[src/rtl/aeg_pkg.sv]
// shared types, constants and microcode program of the adsr envelope generator
`default_nettype none

package aeg_pkg;

	localparam int DAC_BITS  = 12;
	localparam int FRAC_BITS = 16;
	localparam int LVL_W     = FRAC_BITS + 1;
	localparam int TIME_W    = 32;
	localparam int DUR_W     = 16;
	localparam int EL_W      = 8;
	localparam int PH_W      = 3;
	localparam int OP_W      = 2;
	localparam int CFG_W     = 17;
	localparam int CFG_IDX_W = 2;
	localparam int PROD_W    = DUR_W + LVL_W;
	localparam int DIV_ITERS = LVL_W;
	localparam int DIV_CNT_W = $clog2(DIV_ITERS + 1);
	localparam int UPC_W     = 5;

	localparam logic [LVL_W-1:0] FULL_SCALE = LVL_W'(1) << FRAC_BITS;

	localparam logic [DUR_W-1:0] ATTACK_RST  = DUR_W'(10);
	localparam logic [DUR_W-1:0] DECAY_RST   = DUR_W'(100);
	localparam logic [LVL_W-1:0] SUSTAIN_RST = LVL_W'(32768);
	localparam logic [DUR_W-1:0] RELEASE_RST = DUR_W'(200);

	localparam logic [OP_W-1:0] OP_TICK     = 2'd0;
	localparam logic [OP_W-1:0] OP_GATE_ON  = 2'd1;
	localparam logic [OP_W-1:0] OP_GATE_OFF = 2'd2;
	localparam logic [OP_W-1:0] OP_UNUSED   = 2'd3;

	localparam logic [CFG_IDX_W-1:0] CFG_ATTACK  = 2'd0;
	localparam logic [CFG_IDX_W-1:0] CFG_DECAY   = 2'd1;
	localparam logic [CFG_IDX_W-1:0] CFG_SUSTAIN = 2'd2;
	localparam logic [CFG_IDX_W-1:0] CFG_RELEASE = 2'd3;

	typedef enum logic [PH_W-1:0] {
		PH_IDLE    = 3'd0,
		PH_ATTACK  = 3'd1,
		PH_DECAY   = 3'd2,
		PH_SUSTAIN = 3'd3,
		PH_RELEASE = 3'd4
	} phase_t;

	typedef enum logic [3:0] {
		U_NOP, U_ADDT, U_MUL, U_DIVINIT, U_DIVSTEP, U_WR_ATT, U_WR_DEC,
		U_WR_REL, U_WR_SUS, U_NEXTPH, U_GATE_ON, U_GATE_OFF, U_EMIT
	} uop_t;

	typedef enum logic [1:0] {SEL_ATT, SEL_DEC, SEL_REL, SEL_GATE} sel_t;

	typedef enum logic [3:0] {
		JC_NEXT, JC_ALWAYS, JC_OP_GON, JC_OP_GOFF, JC_OP_BAD, JC_PH_ATT,
		JC_PH_DEC, JC_PH_REL, JC_PH_IDLE, JC_T_GT_A, JC_T_GT_D, JC_T_GT_R,
		JC_DIV_BUSY, JC_OUT_BUSY
	} jc_t;

	typedef struct packed {
		uop_t             uop;
		sel_t             sel;
		jc_t              jc;
		logic [UPC_W-1:0] target;
		logic             last;
	} ucw_t;

	typedef struct packed {
		logic op_gon;
		logic op_goff;
		logic op_bad;
		logic ph_att;
		logic ph_dec;
		logic ph_rel;
		logic ph_idle;
		logic t_gt_a;
		logic t_gt_d;
		logic t_gt_r;
		logic div_busy;
		logic out_busy;
	} flags_t;

	// microcode entry points
	localparam logic [UPC_W-1:0] A_ATT  = 5'd9;
	localparam logic [UPC_W-1:0] A_DIVA = 5'd12;
	localparam logic [UPC_W-1:0] A_DEC  = 5'd14;
	localparam logic [UPC_W-1:0] A_DIVD = 5'd17;
	localparam logic [UPC_W-1:0] A_REL  = 5'd19;
	localparam logic [UPC_W-1:0] A_DIVR = 5'd22;
	localparam logic [UPC_W-1:0] A_NEXT = 5'd24;
	localparam logic [UPC_W-1:0] A_EMIT = 5'd25;
	localparam logic [UPC_W-1:0] A_END  = 5'd26;
	localparam logic [UPC_W-1:0] A_GON  = 5'd27;
	localparam logic [UPC_W-1:0] A_GOFF = 5'd29;

	function automatic ucw_t mk(input uop_t u, input sel_t s, input jc_t j,
			input logic [UPC_W-1:0] t, input logic l);
		ucw_t w;
		w.uop = u;
		w.sel = s;
		w.jc = j;
		w.target = t;
		w.last = l;
		return w;
	endfunction

	function automatic ucw_t ucode(input logic [UPC_W-1:0] addr);
		ucw_t w;
		unique case (addr)
			5'd0:  w = mk(U_NOP, SEL_ATT, JC_OP_GON, A_GON, 1'b0);
			5'd1:  w = mk(U_NOP, SEL_ATT, JC_OP_GOFF, A_GOFF, 1'b0);
			5'd2:  w = mk(U_NOP, SEL_ATT, JC_OP_BAD, A_END, 1'b0);
			5'd3:  w = mk(U_ADDT, SEL_ATT, JC_NEXT, '0, 1'b0);
			5'd4:  w = mk(U_NOP, SEL_ATT, JC_PH_ATT, A_ATT, 1'b0);
			5'd5:  w = mk(U_NOP, SEL_ATT, JC_PH_DEC, A_DEC, 1'b0);
			5'd6:  w = mk(U_NOP, SEL_ATT, JC_PH_REL, A_REL, 1'b0);
			5'd7:  w = mk(U_NOP, SEL_ATT, JC_PH_IDLE, A_EMIT, 1'b0);
			5'd8:  w = mk(U_WR_SUS, SEL_ATT, JC_ALWAYS, A_EMIT, 1'b0);
			// attack
			5'd9:  w = mk(U_NOP, SEL_ATT, JC_T_GT_A, A_NEXT, 1'b0);
			5'd10: w = mk(U_MUL, SEL_ATT, JC_NEXT, '0, 1'b0);
			5'd11: w = mk(U_DIVINIT, SEL_ATT, JC_NEXT, '0, 1'b0);
			5'd12: w = mk(U_DIVSTEP, SEL_ATT, JC_DIV_BUSY, A_DIVA, 1'b0);
			5'd13: w = mk(U_WR_ATT, SEL_ATT, JC_ALWAYS, A_EMIT, 1'b0);
			// decay
			5'd14: w = mk(U_NOP, SEL_DEC, JC_T_GT_D, A_NEXT, 1'b0);
			5'd15: w = mk(U_MUL, SEL_DEC, JC_NEXT, '0, 1'b0);
			5'd16: w = mk(U_DIVINIT, SEL_DEC, JC_NEXT, '0, 1'b0);
			5'd17: w = mk(U_DIVSTEP, SEL_DEC, JC_DIV_BUSY, A_DIVD, 1'b0);
			5'd18: w = mk(U_WR_DEC, SEL_DEC, JC_ALWAYS, A_EMIT, 1'b0);
			// release
			5'd19: w = mk(U_NOP, SEL_REL, JC_T_GT_R, A_NEXT, 1'b0);
			5'd20: w = mk(U_MUL, SEL_REL, JC_NEXT, '0, 1'b0);
			5'd21: w = mk(U_DIVINIT, SEL_REL, JC_NEXT, '0, 1'b0);
			5'd22: w = mk(U_DIVSTEP, SEL_REL, JC_DIV_BUSY, A_DIVR, 1'b0);
			5'd23: w = mk(U_WR_REL, SEL_REL, JC_ALWAYS, A_EMIT, 1'b0);
			// segment end, result, done
			5'd24: w = mk(U_NEXTPH, SEL_ATT, JC_NEXT, '0, 1'b0);
			5'd25: w = mk(U_EMIT, SEL_ATT, JC_OUT_BUSY, A_EMIT, 1'b0);
			5'd26: w = mk(U_NOP, SEL_ATT, JC_NEXT, '0, 1'b1);
			// gate on / gate off
			5'd27: w = mk(U_MUL, SEL_GATE, JC_NEXT, '0, 1'b0);
			5'd28: w = mk(U_GATE_ON, SEL_GATE, JC_ALWAYS, A_END, 1'b0);
			5'd29: w = mk(U_GATE_OFF, SEL_ATT, JC_ALWAYS, A_END, 1'b0);
			default: w = mk(U_NOP, SEL_ATT, JC_NEXT, '0, 1'b1);
		endcase
		return w;
	endfunction

endpackage

`default_nettype wire

[src/rtl/aeg_divider.sv]
// restoring divider, one quotient bit per cycle while step is high
`default_nettype none

module aeg_divider
	import aeg_pkg::*;
(
	input  wire logic              clk,
	input  wire logic              arst_n,
	input  wire logic              start,
	input  wire logic              step,
	input  wire logic [PROD_W-1:0] dividend,
	input  wire logic [DUR_W-1:0]  divisor,
	output logic [LVL_W-1:0]       quotient,
	output logic                   busy
);

	logic [DUR_W-1:0]     rem_q;
	logic [LVL_W-1:0]     quo_q;
	logic [DUR_W-1:0]     div_q;
	logic [DIV_CNT_W-1:0] cnt_q;
	logic [DUR_W:0]       trial;
	logic [DUR_W:0]       diff;
	logic                 ge;

	assign trial = {rem_q, quo_q[LVL_W-1]};
	assign ge = trial >= {1'b0, div_q};
	assign diff = trial - {1'b0, div_q};
	assign quotient = quo_q;
	// more steps remain after the current one
	assign busy = cnt_q > DIV_CNT_W'(1);

	always_ff @(posedge clk or negedge arst_n) begin
		if (!arst_n) begin
			cnt_q <= '0;
		end else if (start) begin
			cnt_q <= DIV_CNT_W'(DIV_ITERS);
		end else if (step && cnt_q != '0) begin
			cnt_q <= cnt_q - DIV_CNT_W'(1);
		end
	end

	// quotient fits 17 bits, so the top dividend bits start below the divisor
	always_ff @(posedge clk) begin
		if (start) begin
			rem_q <= dividend[PROD_W-1 -: DUR_W];
			quo_q <= dividend[LVL_W-1:0];
			div_q <= divisor;
		end else if (step) begin
			rem_q <= ge ? diff[DUR_W-1:0] : trial[DUR_W-1:0];
			quo_q <= {quo_q[LVL_W-2:0], ge};
		end
	end

endmodule

`default_nettype wire

[src/rtl/aeg_datapath.sv]
// envelope datapath: settings, envelope state, shared multiplier, divider, result register
`default_nettype none

module aeg_datapath
	import aeg_pkg::*;
(
	input  wire logic                 clk,
	input  wire logic                 arst_n,
	input  wire logic                 cfg_we,
	input  wire logic [CFG_IDX_W-1:0] cfg_index,
	input  wire logic [CFG_W-1:0]     cfg_data,
	input  wire logic                 in_load,
	input  wire logic [OP_W-1:0]      op,
	input  wire logic [EL_W-1:0]      elapsed_ms,
	input  wire ucw_t                 ucw,
	input  wire logic                 out_stall,
	output logic                      out_valid,
	output logic [DAC_BITS-1:0]       dac_code,
	output logic [PH_W-1:0]           phase_out,
	output flags_t                    flags
);

	logic [DUR_W-1:0]    attack_q;
	logic [DUR_W-1:0]    decay_q;
	logic [LVL_W-1:0]    sustain_q;
	logic [DUR_W-1:0]    release_q;
	phase_t              phase_q;
	logic [TIME_W-1:0]   time_q;
	logic [LVL_W-1:0]    level_q;
	logic [LVL_W-1:0]    rstart_q;
	logic                was_idle_q;
	logic [OP_W-1:0]     op_q;
	logic [EL_W-1:0]     el_q;
	logic [PROD_W-1:0]   prod_q;
	logic                out_valid_q;
	logic [DAC_BITS-1:0] dac_q;
	logic [PH_W-1:0]     phout_q;

	logic [LVL_W-1:0]          sus_c;
	logic [LVL_W-1:0]          mul_a;
	logic [LVL_W-1:0]          mul_b;
	logic [2*LVL_W-1:0]        mul_full;
	logic [DUR_W-1:0]          div_raw;
	logic [DUR_W-1:0]          div_nz;
	logic [LVL_W-1:0]          quotient;
	logic                      div_busy;
	logic [TIME_W:0]           time_sum;
	logic [LVL_W+DAC_BITS-1:0] dac_ext;
	logic [DAC_BITS:0]         dac_raw;
	logic [DAC_BITS-1:0]       dac_sat;
	logic                      out_busy;
	logic                      emit;

	assign sus_c = (sustain_q > FULL_SCALE) ? FULL_SCALE : sustain_q;

	always_comb begin
		unique case (ucw.sel)
			SEL_ATT: begin
				mul_a = {1'b0, time_q[DUR_W-1:0]};
				mul_b = FULL_SCALE;
				div_raw = attack_q;
			end
			SEL_DEC: begin
				mul_a = FULL_SCALE - sus_c;
				mul_b = {1'b0, time_q[DUR_W-1:0]};
				div_raw = decay_q;
			end
			SEL_REL: begin
				// time is at most release_ms here
				mul_a = rstart_q;
				mul_b = {1'b0, release_q - time_q[DUR_W-1:0]};
				div_raw = release_q;
			end
			SEL_GATE: begin
				mul_a = level_q;
				mul_b = {1'b0, attack_q};
				div_raw = attack_q;
			end
		endcase
	end

	assign mul_full = mul_a * mul_b;
	assign div_nz = (div_raw == '0) ? DUR_W'(1) : div_raw;

	aeg_divider u_div (
		.clk      (clk),
		.arst_n   (arst_n),
		.start    (ucw.uop == U_DIVINIT),
		.step     (ucw.uop == U_DIVSTEP),
		.dividend (prod_q),
		.divisor  (div_nz),
		.quotient (quotient),
		.busy     (div_busy)
	);

	assign time_sum = {1'b0, time_q} + (TIME_W+1)'(el_q);

	assign dac_ext = {level_q, {DAC_BITS{1'b0}}};
	assign dac_raw = dac_ext[DAC_BITS+FRAC_BITS:FRAC_BITS];
	assign dac_sat = dac_raw[DAC_BITS] ? '1 : dac_raw[DAC_BITS-1:0];

	assign out_busy = out_valid_q && out_stall;
	assign emit = (ucw.uop == U_EMIT) && !out_busy;

	always_ff @(posedge clk or negedge arst_n) begin
		if (!arst_n) begin
			attack_q <= ATTACK_RST;
			decay_q <= DECAY_RST;
			sustain_q <= SUSTAIN_RST;
			release_q <= RELEASE_RST;
		end else if (cfg_we) begin
			unique case (cfg_index)
				CFG_ATTACK:  attack_q <= cfg_data[DUR_W-1:0];
				CFG_DECAY:   decay_q <= cfg_data[DUR_W-1:0];
				CFG_SUSTAIN: sustain_q <= cfg_data[LVL_W-1:0];
				CFG_RELEASE: release_q <= cfg_data[DUR_W-1:0];
			endcase
		end
	end

	always_ff @(posedge clk or negedge arst_n) begin
		if (!arst_n) begin
			phase_q <= PH_IDLE;
			time_q <= '0;
			level_q <= '0;
			rstart_q <= '0;
			was_idle_q <= 1'b1;
			out_valid_q <= 1'b0;
		end else begin
			if (emit) begin
				out_valid_q <= 1'b1;
			end else if (!out_stall) begin
				out_valid_q <= 1'b0;
			end
			unique case (ucw.uop)
				U_ADDT: begin
					time_q <= time_sum[TIME_W] ? '1 : time_sum[TIME_W-1:0];
					was_idle_q <= (phase_q == PH_IDLE);
				end
				U_WR_ATT: level_q <= quotient;
				U_WR_DEC: level_q <= FULL_SCALE - quotient;
				U_WR_REL: level_q <= quotient;
				U_WR_SUS: level_q <= sus_c;
				U_NEXTPH: begin
					time_q <= '0;
					unique case (phase_q)
						PH_ATTACK:  phase_q <= PH_DECAY;
						PH_DECAY:   phase_q <= PH_SUSTAIN;
						PH_RELEASE: phase_q <= PH_IDLE;
						default:    phase_q <= phase_q;
					endcase
				end
				U_GATE_ON: begin
					// retrigger: resume attack where it would reach the held level
					time_q <= (phase_q != PH_IDLE) ? TIME_W'(prod_q[PROD_W-1:FRAC_BITS]) : '0;
					phase_q <= PH_ATTACK;
				end
				U_GATE_OFF: begin
					phase_q <= PH_RELEASE;
					time_q <= '0;
					rstart_q <= level_q;
				end
				default: begin
				end
			endcase
		end
	end

	always_ff @(posedge clk) begin
		if (in_load) begin
			op_q <= op;
			el_q <= elapsed_ms;
		end
		if (ucw.uop == U_MUL) begin
			prod_q <= mul_full[PROD_W-1:0];
		end
		if (emit) begin
			dac_q <= was_idle_q ? '0 : dac_sat;
			phout_q <= phase_q;
		end
	end

	assign out_valid = out_valid_q;
	assign dac_code = dac_q;
	assign phase_out = phout_q;

	always_comb begin
		flags.op_gon = (op_q == OP_GATE_ON);
		flags.op_goff = (op_q == OP_GATE_OFF);
		flags.op_bad = (op_q == OP_UNUSED);
		flags.ph_att = (phase_q == PH_ATTACK);
		flags.ph_dec = (phase_q == PH_DECAY);
		flags.ph_rel = (phase_q == PH_RELEASE);
		flags.ph_idle = (phase_q == PH_IDLE);
		flags.t_gt_a = time_q > TIME_W'(attack_q);
		flags.t_gt_d = time_q > TIME_W'(decay_q);
		flags.t_gt_r = time_q > TIME_W'(release_q);
		flags.div_busy = div_busy;
		flags.out_busy = out_busy;
	end

endmodule

`default_nettype wire

[src/rtl/aeg_sequencer.sv]
// microcode sequencer: step counter, program table read and branch selection
`default_nettype none

module aeg_sequencer
	import aeg_pkg::*;
(
	input  wire logic   clk,
	input  wire logic   arst_n,
	input  wire logic   start,
	input  wire flags_t flags,
	output ucw_t        ucw,
	output logic        busy
);

	logic             busy_q;
	logic [UPC_W-1:0] upc_q;
	ucw_t             word;
	logic             take;

	assign word = ucode(upc_q);

	always_comb begin
		unique case (word.jc)
			JC_NEXT:     take = 1'b0;
			JC_ALWAYS:   take = 1'b1;
			JC_OP_GON:   take = flags.op_gon;
			JC_OP_GOFF:  take = flags.op_goff;
			JC_OP_BAD:   take = flags.op_bad;
			JC_PH_ATT:   take = flags.ph_att;
			JC_PH_DEC:   take = flags.ph_dec;
			JC_PH_REL:   take = flags.ph_rel;
			JC_PH_IDLE:  take = flags.ph_idle;
			JC_T_GT_A:   take = flags.t_gt_a;
			JC_T_GT_D:   take = flags.t_gt_d;
			JC_T_GT_R:   take = flags.t_gt_r;
			JC_DIV_BUSY: take = flags.div_busy;
			JC_OUT_BUSY: take = flags.out_busy;
			default:     take = 1'b0;
		endcase
	end

	// datapath sees no-ops while idle
	assign ucw = busy_q ? word : mk(U_NOP, SEL_ATT, JC_NEXT, '0, 1'b0);
	assign busy = busy_q;

	always_ff @(posedge clk or negedge arst_n) begin
		if (!arst_n) begin
			busy_q <= 1'b0;
			upc_q <= '0;
		end else if (!busy_q) begin
			if (start) begin
				busy_q <= 1'b1;
				upc_q <= '0;
			end
		end else if (word.last) begin
			busy_q <= 1'b0;
			upc_q <= '0;
		end else begin
			upc_q <= take ? word.target : upc_q + UPC_W'(1);
		end
	end

endmodule

`default_nettype wire

[src/rtl/adsr_envelope_generator_unit.sv]
// top level of the linear adsr envelope generator
//
//  channel  direction  handshake              word
//  cfg      in         cfg_we                 cfg_index, cfg_data
//  in       in         in_valid / in_stall    op, elapsed_ms
//  out      out        out_valid / out_stall  dac_code, phase_out
//
// one word at a time; in_stall is high from accept until the program ends
// gate on and gate off words never divide; a tick can divide only in attack, decay or release
// a tick that divides runs the 17-step divider
// a stalled result holds the program at its output step; no clearing pass
// after reset: envelope state and settings load their defaults at once
`default_nettype none

module adsr_envelope_generator_unit
	import aeg_pkg::*;
(
	input  wire logic                 clk,
	input  wire logic                 arst_n,
	input  wire logic                 cfg_we,
	input  wire logic [CFG_IDX_W-1:0] cfg_index,
	input  wire logic [CFG_W-1:0]     cfg_data,
	input  wire logic                 in_valid,
	output logic                      in_stall,
	input  wire logic [OP_W-1:0]      op,
	input  wire logic [EL_W-1:0]      elapsed_ms,
	output logic                      out_valid,
	input  wire logic                 out_stall,
	output logic [DAC_BITS-1:0]       dac_code,
	output logic [PH_W-1:0]           phase_out
);

	ucw_t   ucw;
	flags_t flags;
	logic   busy;
	logic   accept;

	assign in_stall = busy;
	assign accept = in_valid && !busy;

	aeg_sequencer u_seq (
		.clk    (clk),
		.arst_n (arst_n),
		.start  (accept),
		.flags  (flags),
		.ucw    (ucw),
		.busy   (busy)
	);

	aeg_datapath u_dp (
		.clk        (clk),
		.arst_n     (arst_n),
		.cfg_we     (cfg_we),
		.cfg_index  (cfg_index),
		.cfg_data   (cfg_data),
		.in_load    (accept),
		.op         (op),
		.elapsed_ms (elapsed_ms),
		.ucw        (ucw),
		.out_stall  (out_stall),
		.out_valid  (out_valid),
		.dac_code   (dac_code),
		.phase_out  (phase_out),
		.flags      (flags)
	);

endmodule

`default_nettype wire

[config.mk]
export PLATFORM = sky130hd
export DESIGN_NAME = adsr_envelope_generator_unit
export DESIGN_NICKNAME = d
export VERILOG_FILES = /design/src/rtl/aeg_pkg.sv /design/src/rtl/aeg_divider.sv /design/src/rtl/aeg_datapath.sv /design/src/rtl/aeg_sequencer.sv /design/src/rtl/adsr_envelope_generator_unit.sv
export SDC_FILE = /design/constraint.sdc
export NUM_CORES = 1
export LEC_CHECK = 0
export BUFFER_PORTS_ARGS = -buffer_cell sky130_fd_sc_hd__buf_2
export CORE_MARGIN = 1.5
export CORE_UTILIZATION = 45
export CTS_CLUSTER_SIZE = 28
export DETAILED_ROUTE_END_ITERATION = 12
export SLEW_MARGIN = 10
export SYNTH_ARGS = -nofsm -noshare
export SYNTH_HDL_FRONTEND = slang
export SYNTH_SLANG_ARGS = --single-unit
[constraint.sdc]
create_clock -name clk -period 10.1 [get_ports clk]
set_clock_uncertainty 0.15 [all_clocks]
set_input_delay 2.02 -clock clk [delete_from_list [all_inputs] [get_ports clk]]
set_output_delay 2.02 -clock clk [all_outputs]
set_load 0.1 [all_outputs]
# Word level (Yosys, flattened, before mapping)
# Memories as Yosys holds them, arrays and structs flattened.
# Index checks and enable logic that the tools add are counted.
[totals] wordCells=130 ff_bits=254 out_inout_bits=17 inputBits=34 mem_bits_rw=0 memories=1 latchBits=0 rom_bits=512
[mem_list] memory="(no name shown)" words=32 width=16 read_ports=1 rd_ports_with_merged_regs=0 wr=0 line="aeg_pkg.sv:108" text="unique case (addr)"
[classes] reduce_logical=26 eq_ne=39 mux=29 mul=1 magnitude_cmp=6 n_div=0 n_bitwise=0 shifts=0 n_addsub=7
[op_table] op="17-bit one-hot mux with 4 select lines" count=2
[op_table] op="32-bit by 16-bit > comparator with 1-bit output" count=3
[op_table] op="32-bit one-hot mux with 3 select lines" count=1
[op_table] op="17-bit 2-to-1 mux" count=4
[op_table] op="16-bit 2-to-1 mux" count=4
[op_table] op="17-bit one-hot mux with 3 select lines" count=1
[op_table] op="16-bit one-hot mux with 3 select lines" count=1
[op_table] op="4-bit equality test (second input constant)" count=11
[op_table] op="17-bit subtractor (first input constant)" count=2
[op_table] op="32-bit by 8-bit adder with 33-bit output" count=1
[op_table] op="17-bit by 17-bit multiplier with 33-bit output" count=1
[op_table] op="4-bit by 3-bit equality test with 1-bit output (second input constant)" count=8
[op_table] op="32-bit 2-to-1 mux" count=1
[op_table] op="16-bit subtractor" count=2
[op_table] op="5-bit 2-to-1 mux" count=6
[op_table] op="3-bit one-hot mux with 3 select lines" count=2
[op_table] op="17-bit by 16-bit greater-or-equal comparator with 1-bit output" count=1
[op_table] op="17-bit > comparator (second input constant)" count=1
[op_table] op="4-bit by 2-bit equality test with 1-bit output (second input constant)" count=4
[op_table] op="16-bit logical NOT" count=1
[op_table] op="1-bit one-hot mux with 13 select lines" count=1
[op_table] op="2-bit equality test (second input constant)" count=6
[op_table] op="12-bit 2-to-1 mux" count=1
[op_table] op="3-bit nonzero test" count=4
[op_table] op="other kinds (19)" count=39

# Depth between registers and ports, before layout
# An unclocked memory read counts as a cell.
[logic_depth] depth_word=6 depth_mapped=40 ltp_nobuf=36

# Cells and area by module
# Synthesis repeated with hierarchy kept, for this count alone.
[unflattened] hier_cells=2865 area_unflattened_um2=26268.9
[modules_own_cells] module="aeg_datapath" cells_each=2329 seq_area_each_um2=5157.4 n_inst=1 area_each_um2=21301.7
[modules_own_cells] module="aeg_divider" cells_each=325 seq_area_each_um2=1596.5 n_inst=1 area_each_um2=3478.3
[modules_own_cells] module="aeg_sequencer" cells_each=210 seq_area_each_um2=150.1 n_inst=1 area_each_um2=1475.2
[modules_own_cells] module="adsr_envelope_generator_unit" cells_each=1 seq_area_each_um2=0.0 n_inst=1 area_each_um2=13.8

# Least setup slack after synthesis
# Ideal clock, no wire load.
[synth_path] path_type="register to register" from="reg u_seq.upc_q[2]" to="reg u_dp.prod_q[32] (data pin)" slack_ns=0.843 path_buffers=7 stages_incl_launch_ff=38 period_less_slack_ns=9.257 required_ns=9.684 setup_ns=0.266 arrival_time_ns=8.841 cell_sequence="dfrtp_1 -> buf_1 -> buf_1 -> clkbuf_1 -> nand2_1 -> o211a_1 -> a21oi_1 -> nand3_1 -> inv_1 -> ha_1 -> clkbuf_1 -> clkbuf_1 -> buf_1 -> buf_1 -> a21boi_0 -> nor2_1 -> nand2_1 -> fa_1 -> (+2 left out) -> inv_1 -> fa_1 -> inv_1 -> fa_1 -> fa_1 -> inv_1 -> fa_1 -> inv_1 -> ha_1 -> nand2_1 -> nor2_1 -> and3_1 -> a22oi_1 -> a221oi_1 -> a31oi_1 -> o21ai_0 -> o41ai_1 -> xnor2_1"
[synth_between] elab_chain_cells=5 word_cells_on_any_way=9 classes_between="mul (1); eq/ne (3); mux (3); reduce/logical (1); memory (1)"
[synth_rtl] item="start, declared" line="aeg_sequencer.sv:16" text="logic [UPC_W-1:0] upc_q;"
[synth_rtl] item="start signal, assigned" line="aeg_sequencer.sv:59" text="upc_q <= take ? word.target : upc_q + UPC_W'(1);"
[synth_rtl] item="memory read 32 x 16 bit *"
[synth_rtl] item="16-bit 2-to-1 mux *" line="aeg_sequencer.sv:43" text="assign ucw = busy_q ? word : mk(U_NOP, SEL_ATT, JC_NEXT, '0, 1'b0);"
[synth_rtl] item="2-bit equality test, or another cell as far along" line="aeg_datapath.sv:57" text="unique case (ucw.sel)"
[synth_rtl] item="17-bit one-hot mux with 4 select lines" line="aeg_datapath.sv:57"
[synth_rtl] item="17-bit by 17-bit multiplier with 33-bit output *" line="aeg_datapath.sv:82" text="assign mul_full = mul_a * mul_b;"
[synth_rtl] item="named net u_dp.mul_full[32]" line="aeg_datapath.sv:42" text="logic [2*LVL_W-1:0] mul_full;"
[synth_rtl] item="end signal, assigned" line="aeg_datapath.sv:175" text="prod_q <= mul_full[PROD_W-1:0];"
[synth_rtl] item="end, declared" line="aeg_datapath.sv:34" text="logic [PROD_W-1:0] prod_q;"
# The timed path passes the listed nets; every way through them passes the cells marked *.
# A chain may end at the register's enable or synchronous reset.

# Final worst setup path
[layout_path] from="reg u_dp.time_q[1]" to="reg u_dp.prod_q[32] (data pin)"
[layout_between] elab_chain_cells=3 word_cells_on_any_way=4 classes_between="add/sub (1); mul (1); mux (2)"
[layout_rtl] item="start, declared" line="aeg_datapath.sv:28" text="logic [TIME_W-1:0] time_q;"
[layout_rtl] item="start signal, assigned" line="aeg_datapath.sv:137" text="time_q <= time_sum[TIME_W] ? '1 : time_sum[TIME_W-1:0];"
[layout_rtl] item="start signal, assigned" line="aeg_datapath.sv:155" text="time_q <= (phase_q != PH_IDLE) ? TIME_W'(prod_q[PROD_W-1:FRAC_BITS]) : '0;"
[layout_rtl] item="16-bit subtractor" line="aeg_datapath.sv:71" text="mul_b = {1'b0, release_q - time_q[DUR_W-1:0]};"
[layout_rtl] item="17-bit one-hot mux with 4 select lines" line="aeg_datapath.sv:57"
[layout_rtl] item="17-bit by 17-bit multiplier with 33-bit output *" line="aeg_datapath.sv:82"
[layout_rtl] item="named net u_dp.mul_full[32]" line="aeg_datapath.sv:42"
# Marks and branches as above.

==> impl_metrics.yaml <==
timing:
  relSlewSlack_pct: 19.3
  worst_pin_slew_ns: 1.21
  fin_setup_tns_ns: 0
  fin_ws_ns: 0.398
  setup_violations: 0
  rsz0062_at_grt: "no"
  hold_violations: 0
  finalWorstPathRequiredPeriod_ns: 9.70
  maxSlewViolCount: 0
  fin_crit_sh_pct: 96.1
  fmax_ghz: 0.103
setup_path:
  crit_path_max_incr_delay_ns: 0.62
  cpMostUsedCell: "fa_1"
  r2r_cells: 29
  end_kind: "flop"
  cp_slowest_cell: "dfrtp_1"
  cp-start-kind: "flop"
  path_class: "reg2reg"
  required_ns: 10.24
  cp.arrival_ns: 9.84
  cp_max_fo: 7
routing:
  ant_nets: 0
  remaining_drc_errors: 0
  first_pass_iters: 6
  drtIter0Drc: 1757
  wl_per_cell_um: 22.3
  routed_via_density: 5.76
  vias: 20691
  wl_mm: 80.0
grt:
  grt_pass1_wl_mm: 124
  antenna_found_initial: 1
  grtUsageTotal_pct: 28.8
  grt_overflow: 0
  grt_pass1_vias: 20781
  grt_max_degree: 95
placed_design:
  dp_slack_ns: 0.175
  portBuffers: 50
  gp_congestion: 0.969
  place_area_mm2: 0.0265
  place_hpwl_mm: 63.6
run_status:
  outcome: "completed"
synth:
  synth_fp_nets: 3232
  synthArstFlopShare_pct: 57.9
  yosysWarningCount: 0
  yosysUniqueCellTypes: 83
  synth_seq_cells: 254
  synth_edf_count: 107
  syn_area_mm2: 0.0251
  syn_avg_cell_area_um2: 9.08
  yosysSeqAreaShare_pct: 27.5
  syn_inst: 2763
  ys.flop_type: "dfrtp_1"
power:
  vdd_drop_max_uv: 197
  powerDensity_mw_per_mm2: 281
  power.leakage_nw: 12.6
floorplanning:
  rows: 86
  dieArea_mm2: 0.0572
  die_y_um: 239
  start_util_pct: 45.6
  die_w_um: 239
  core_mm2: 0.0551
  ios: 51
worst_hold_path:
  hp-class: "reg2reg"
  whs_path_depth: 1
finish:
  drive_above_1_share_pct: 10.6
  postLayoutCellArea_mm2: 0.0277
  nets: 3288
  n_antenna_cell: 0
  synthToLayoutAreaGrowth_pct: 10.2
  fill_cells: 5231
clock_tree:
  clock-sinks: 254
  h-tree-depth: 2
  clk_latency_ns: 0.56
  root_buffer: "clkbuf_16"
  cts_tree: "built"
  numCtsBuffers: 34
  hold_buffers: 0
  clockBufferDepth: 3
  clk_pin_slew_ns: 0.06
job:
  cap_violations: 0
## cell usage in the layout, fill, tap and decap left out, types with 35 or more instances in the layout
cell type / count
nand2_1: 335
dfrtp_1: 136
buf_4: 70
edfxtp_1: 107
xnor2_1: 49
buf_2: 49
inv_1: 387
mux2_2: 70
nand2b_1: 37
a21oi_1: 181
ha_1: 206
fa_1: 226
nor2b_1: 42
clkbuf_16: 35
nor3_1: 57
o21ai_0: 102
nand3_1: 46
nor2_1: 215
## where the power goes
part,internal [mW],switching [mW]
sequential,1.55,0.428
clock,0.741,0.507
combinational,1.63,2.92
total,3.92,3.86
## cell type report
class / instances / area, um^2 / area share, %
multi-input combinational: 2018 / 16400 / 59.3
sequential: 254 / 6910 / 25.0
inverter: 390 / 1460 / 5.29
tap: 748 / 936 / 3.38
clock buffer: 42 / 932 / 3.37
timing repair buffer: 121 / 802 / 2.90
clock inverter: 20 / 219 / 0.792
## metal layers
metal | routed length [um] | track usage, %
met5 | 0 | 0
met4 | 2930 | 10.8
met3 | 5910 | 4.98
met2 | 36200 | 45.2
met1 | 35000 | 39.9
## worst max-delay path, delay by kind of cell, from the launching register on
kind | cells | cell delay, ns
buffers and inverters | 3 | 0.38
xor gates and xnor gates | 1 | 0.12
adders and majority gates | 8 | 3.96
DFF | 1 | 0.62
AOI/OAI and AO/OA | 11 | 3.22
and+or+nand+nor | 6 | 0.98
## metrics by stage
stage	std cells	power [mW]	utilization, %	hold slack (ns)
final	3593	7.77	50.2	0.360
after global routing	3593	8.34	50.2	0.379
after CTS	3593	7.74	50.2	0.361
after detailed placement	3531	6.44	48.1	0.348
after global placement	3531	6.39	48.1	0.339
after floorplan	2763	4.88	-	0.302
## worst paths after layout
path / from / endpoint / slack [ns]
min in group asynchronous: arst_n / u_dp.decay_q[9] / 1.39
hold / removal: u_dp.rstart_q[9] / u_dp.rstart_q[9] / 0.36
max in group asynchronous: arst_n / u_dp.time_q[31] / 7.14
hold reg to reg: u_dp.rstart_q[9] / u_dp.rstart_q[9] / 0.36
setup reg to reg: u_dp.time_q[1] / u_dp.prod_q[32] / 0.40
setup / recovery: u_dp.time_q[1] / u_dp.prod_q[32] / 0.40
## kinds of logic (layout without fill, tap and decap cells)
family	count (synthesis)	count (layout)	synth area share, %
compound gates	513	513	13.0
mux	94	94	4.20
buf+inv	491	573	7.38
simple gates	903	903	16.9
xor+xnor	73	73	2.55
flops	254	254	27.5
fa+ha+maj	435	435	28.4
## timing repair
action | CTS | global route
resized for setup | 0 | 4
setup endpoints to repair | 0 | 6
setup buffers | 0 | 0
## synthesized netlist by cell type (6+ instances only)
cell | instances | share of area [%]
inv_1 | 387 | 5.8
clkbuf_1 | 76 | 1.1
nor3b_1 | 11 | 0.33
nor3_1 | 57 | 1.1
a22oi_1 | 27 | 0.81
o211ai_1 | 11 | 0.33
a31oi_1 | 15 | 0.37
nand4_1 | 19 | 0.47
mux2_2 | 70 | 3.1
edfxtp_1 | 107 | 13
and2_1 | 29 | 0.72
buf_1 | 17 | 0.25
ha_1 | 209 | 10
xor2_1 | 24 | 0.84
nor2b_1 | 42 | 1.0
nor4_1 | 16 | 0.40
a21oi_1 | 182 | 3.6
nand3_1 | 47 | 0.94
a222oi_1 | 9 | 0.36
mux2i_1 | 22 | 0.88
or3_1 | 34 | 0.85
fa_1 | 226 | 18
nand2b_1 | 37 | 0.92
o211a_1 | 6 | 0.24
nand3b_1 | 10 | 0.30
and3_1 | 15 | 0.37
nand2_1 | 335 | 5.0
buf_2 | 8 | 0.16
o31ai_1 | 11 | 0.33
or2_2 | 14 | 0.35
a21o_1 | 26 | 0.78
dfrtp_1 | 137 | 14
dfstp_2 | 10 | 1.0
a211oi_1 | 7 | 0.21
a221oi_1 | 24 | 0.84
a211o_1 | 6 | 0.21
nor2_1 | 216 | 3.2
o21ai_0 | 103 | 2.1
a311oi_1 | 7 | 0.24
o21a_1 | 16 | 0.48
xnor2_1 | 49 | 1.7
## state kept, by name (all words and copies together) (netlist names), 12 cells and up
signal,cells
u_dp.attack_q,16
u_dp.dac_code,12
u_dp.decay_q,16
u_dp.level_q,17
u_dp.prod_q,33
u_dp.release_q,16
u_dp.rstart_q,17
u_dp.sustain_q,17
u_dp.time_q,32
u_dp.u_div.div_q,16
u_dp.u_div.quotient,17
u_dp.u_div.rem_q,16
Power figures use the tool's default switching activity.
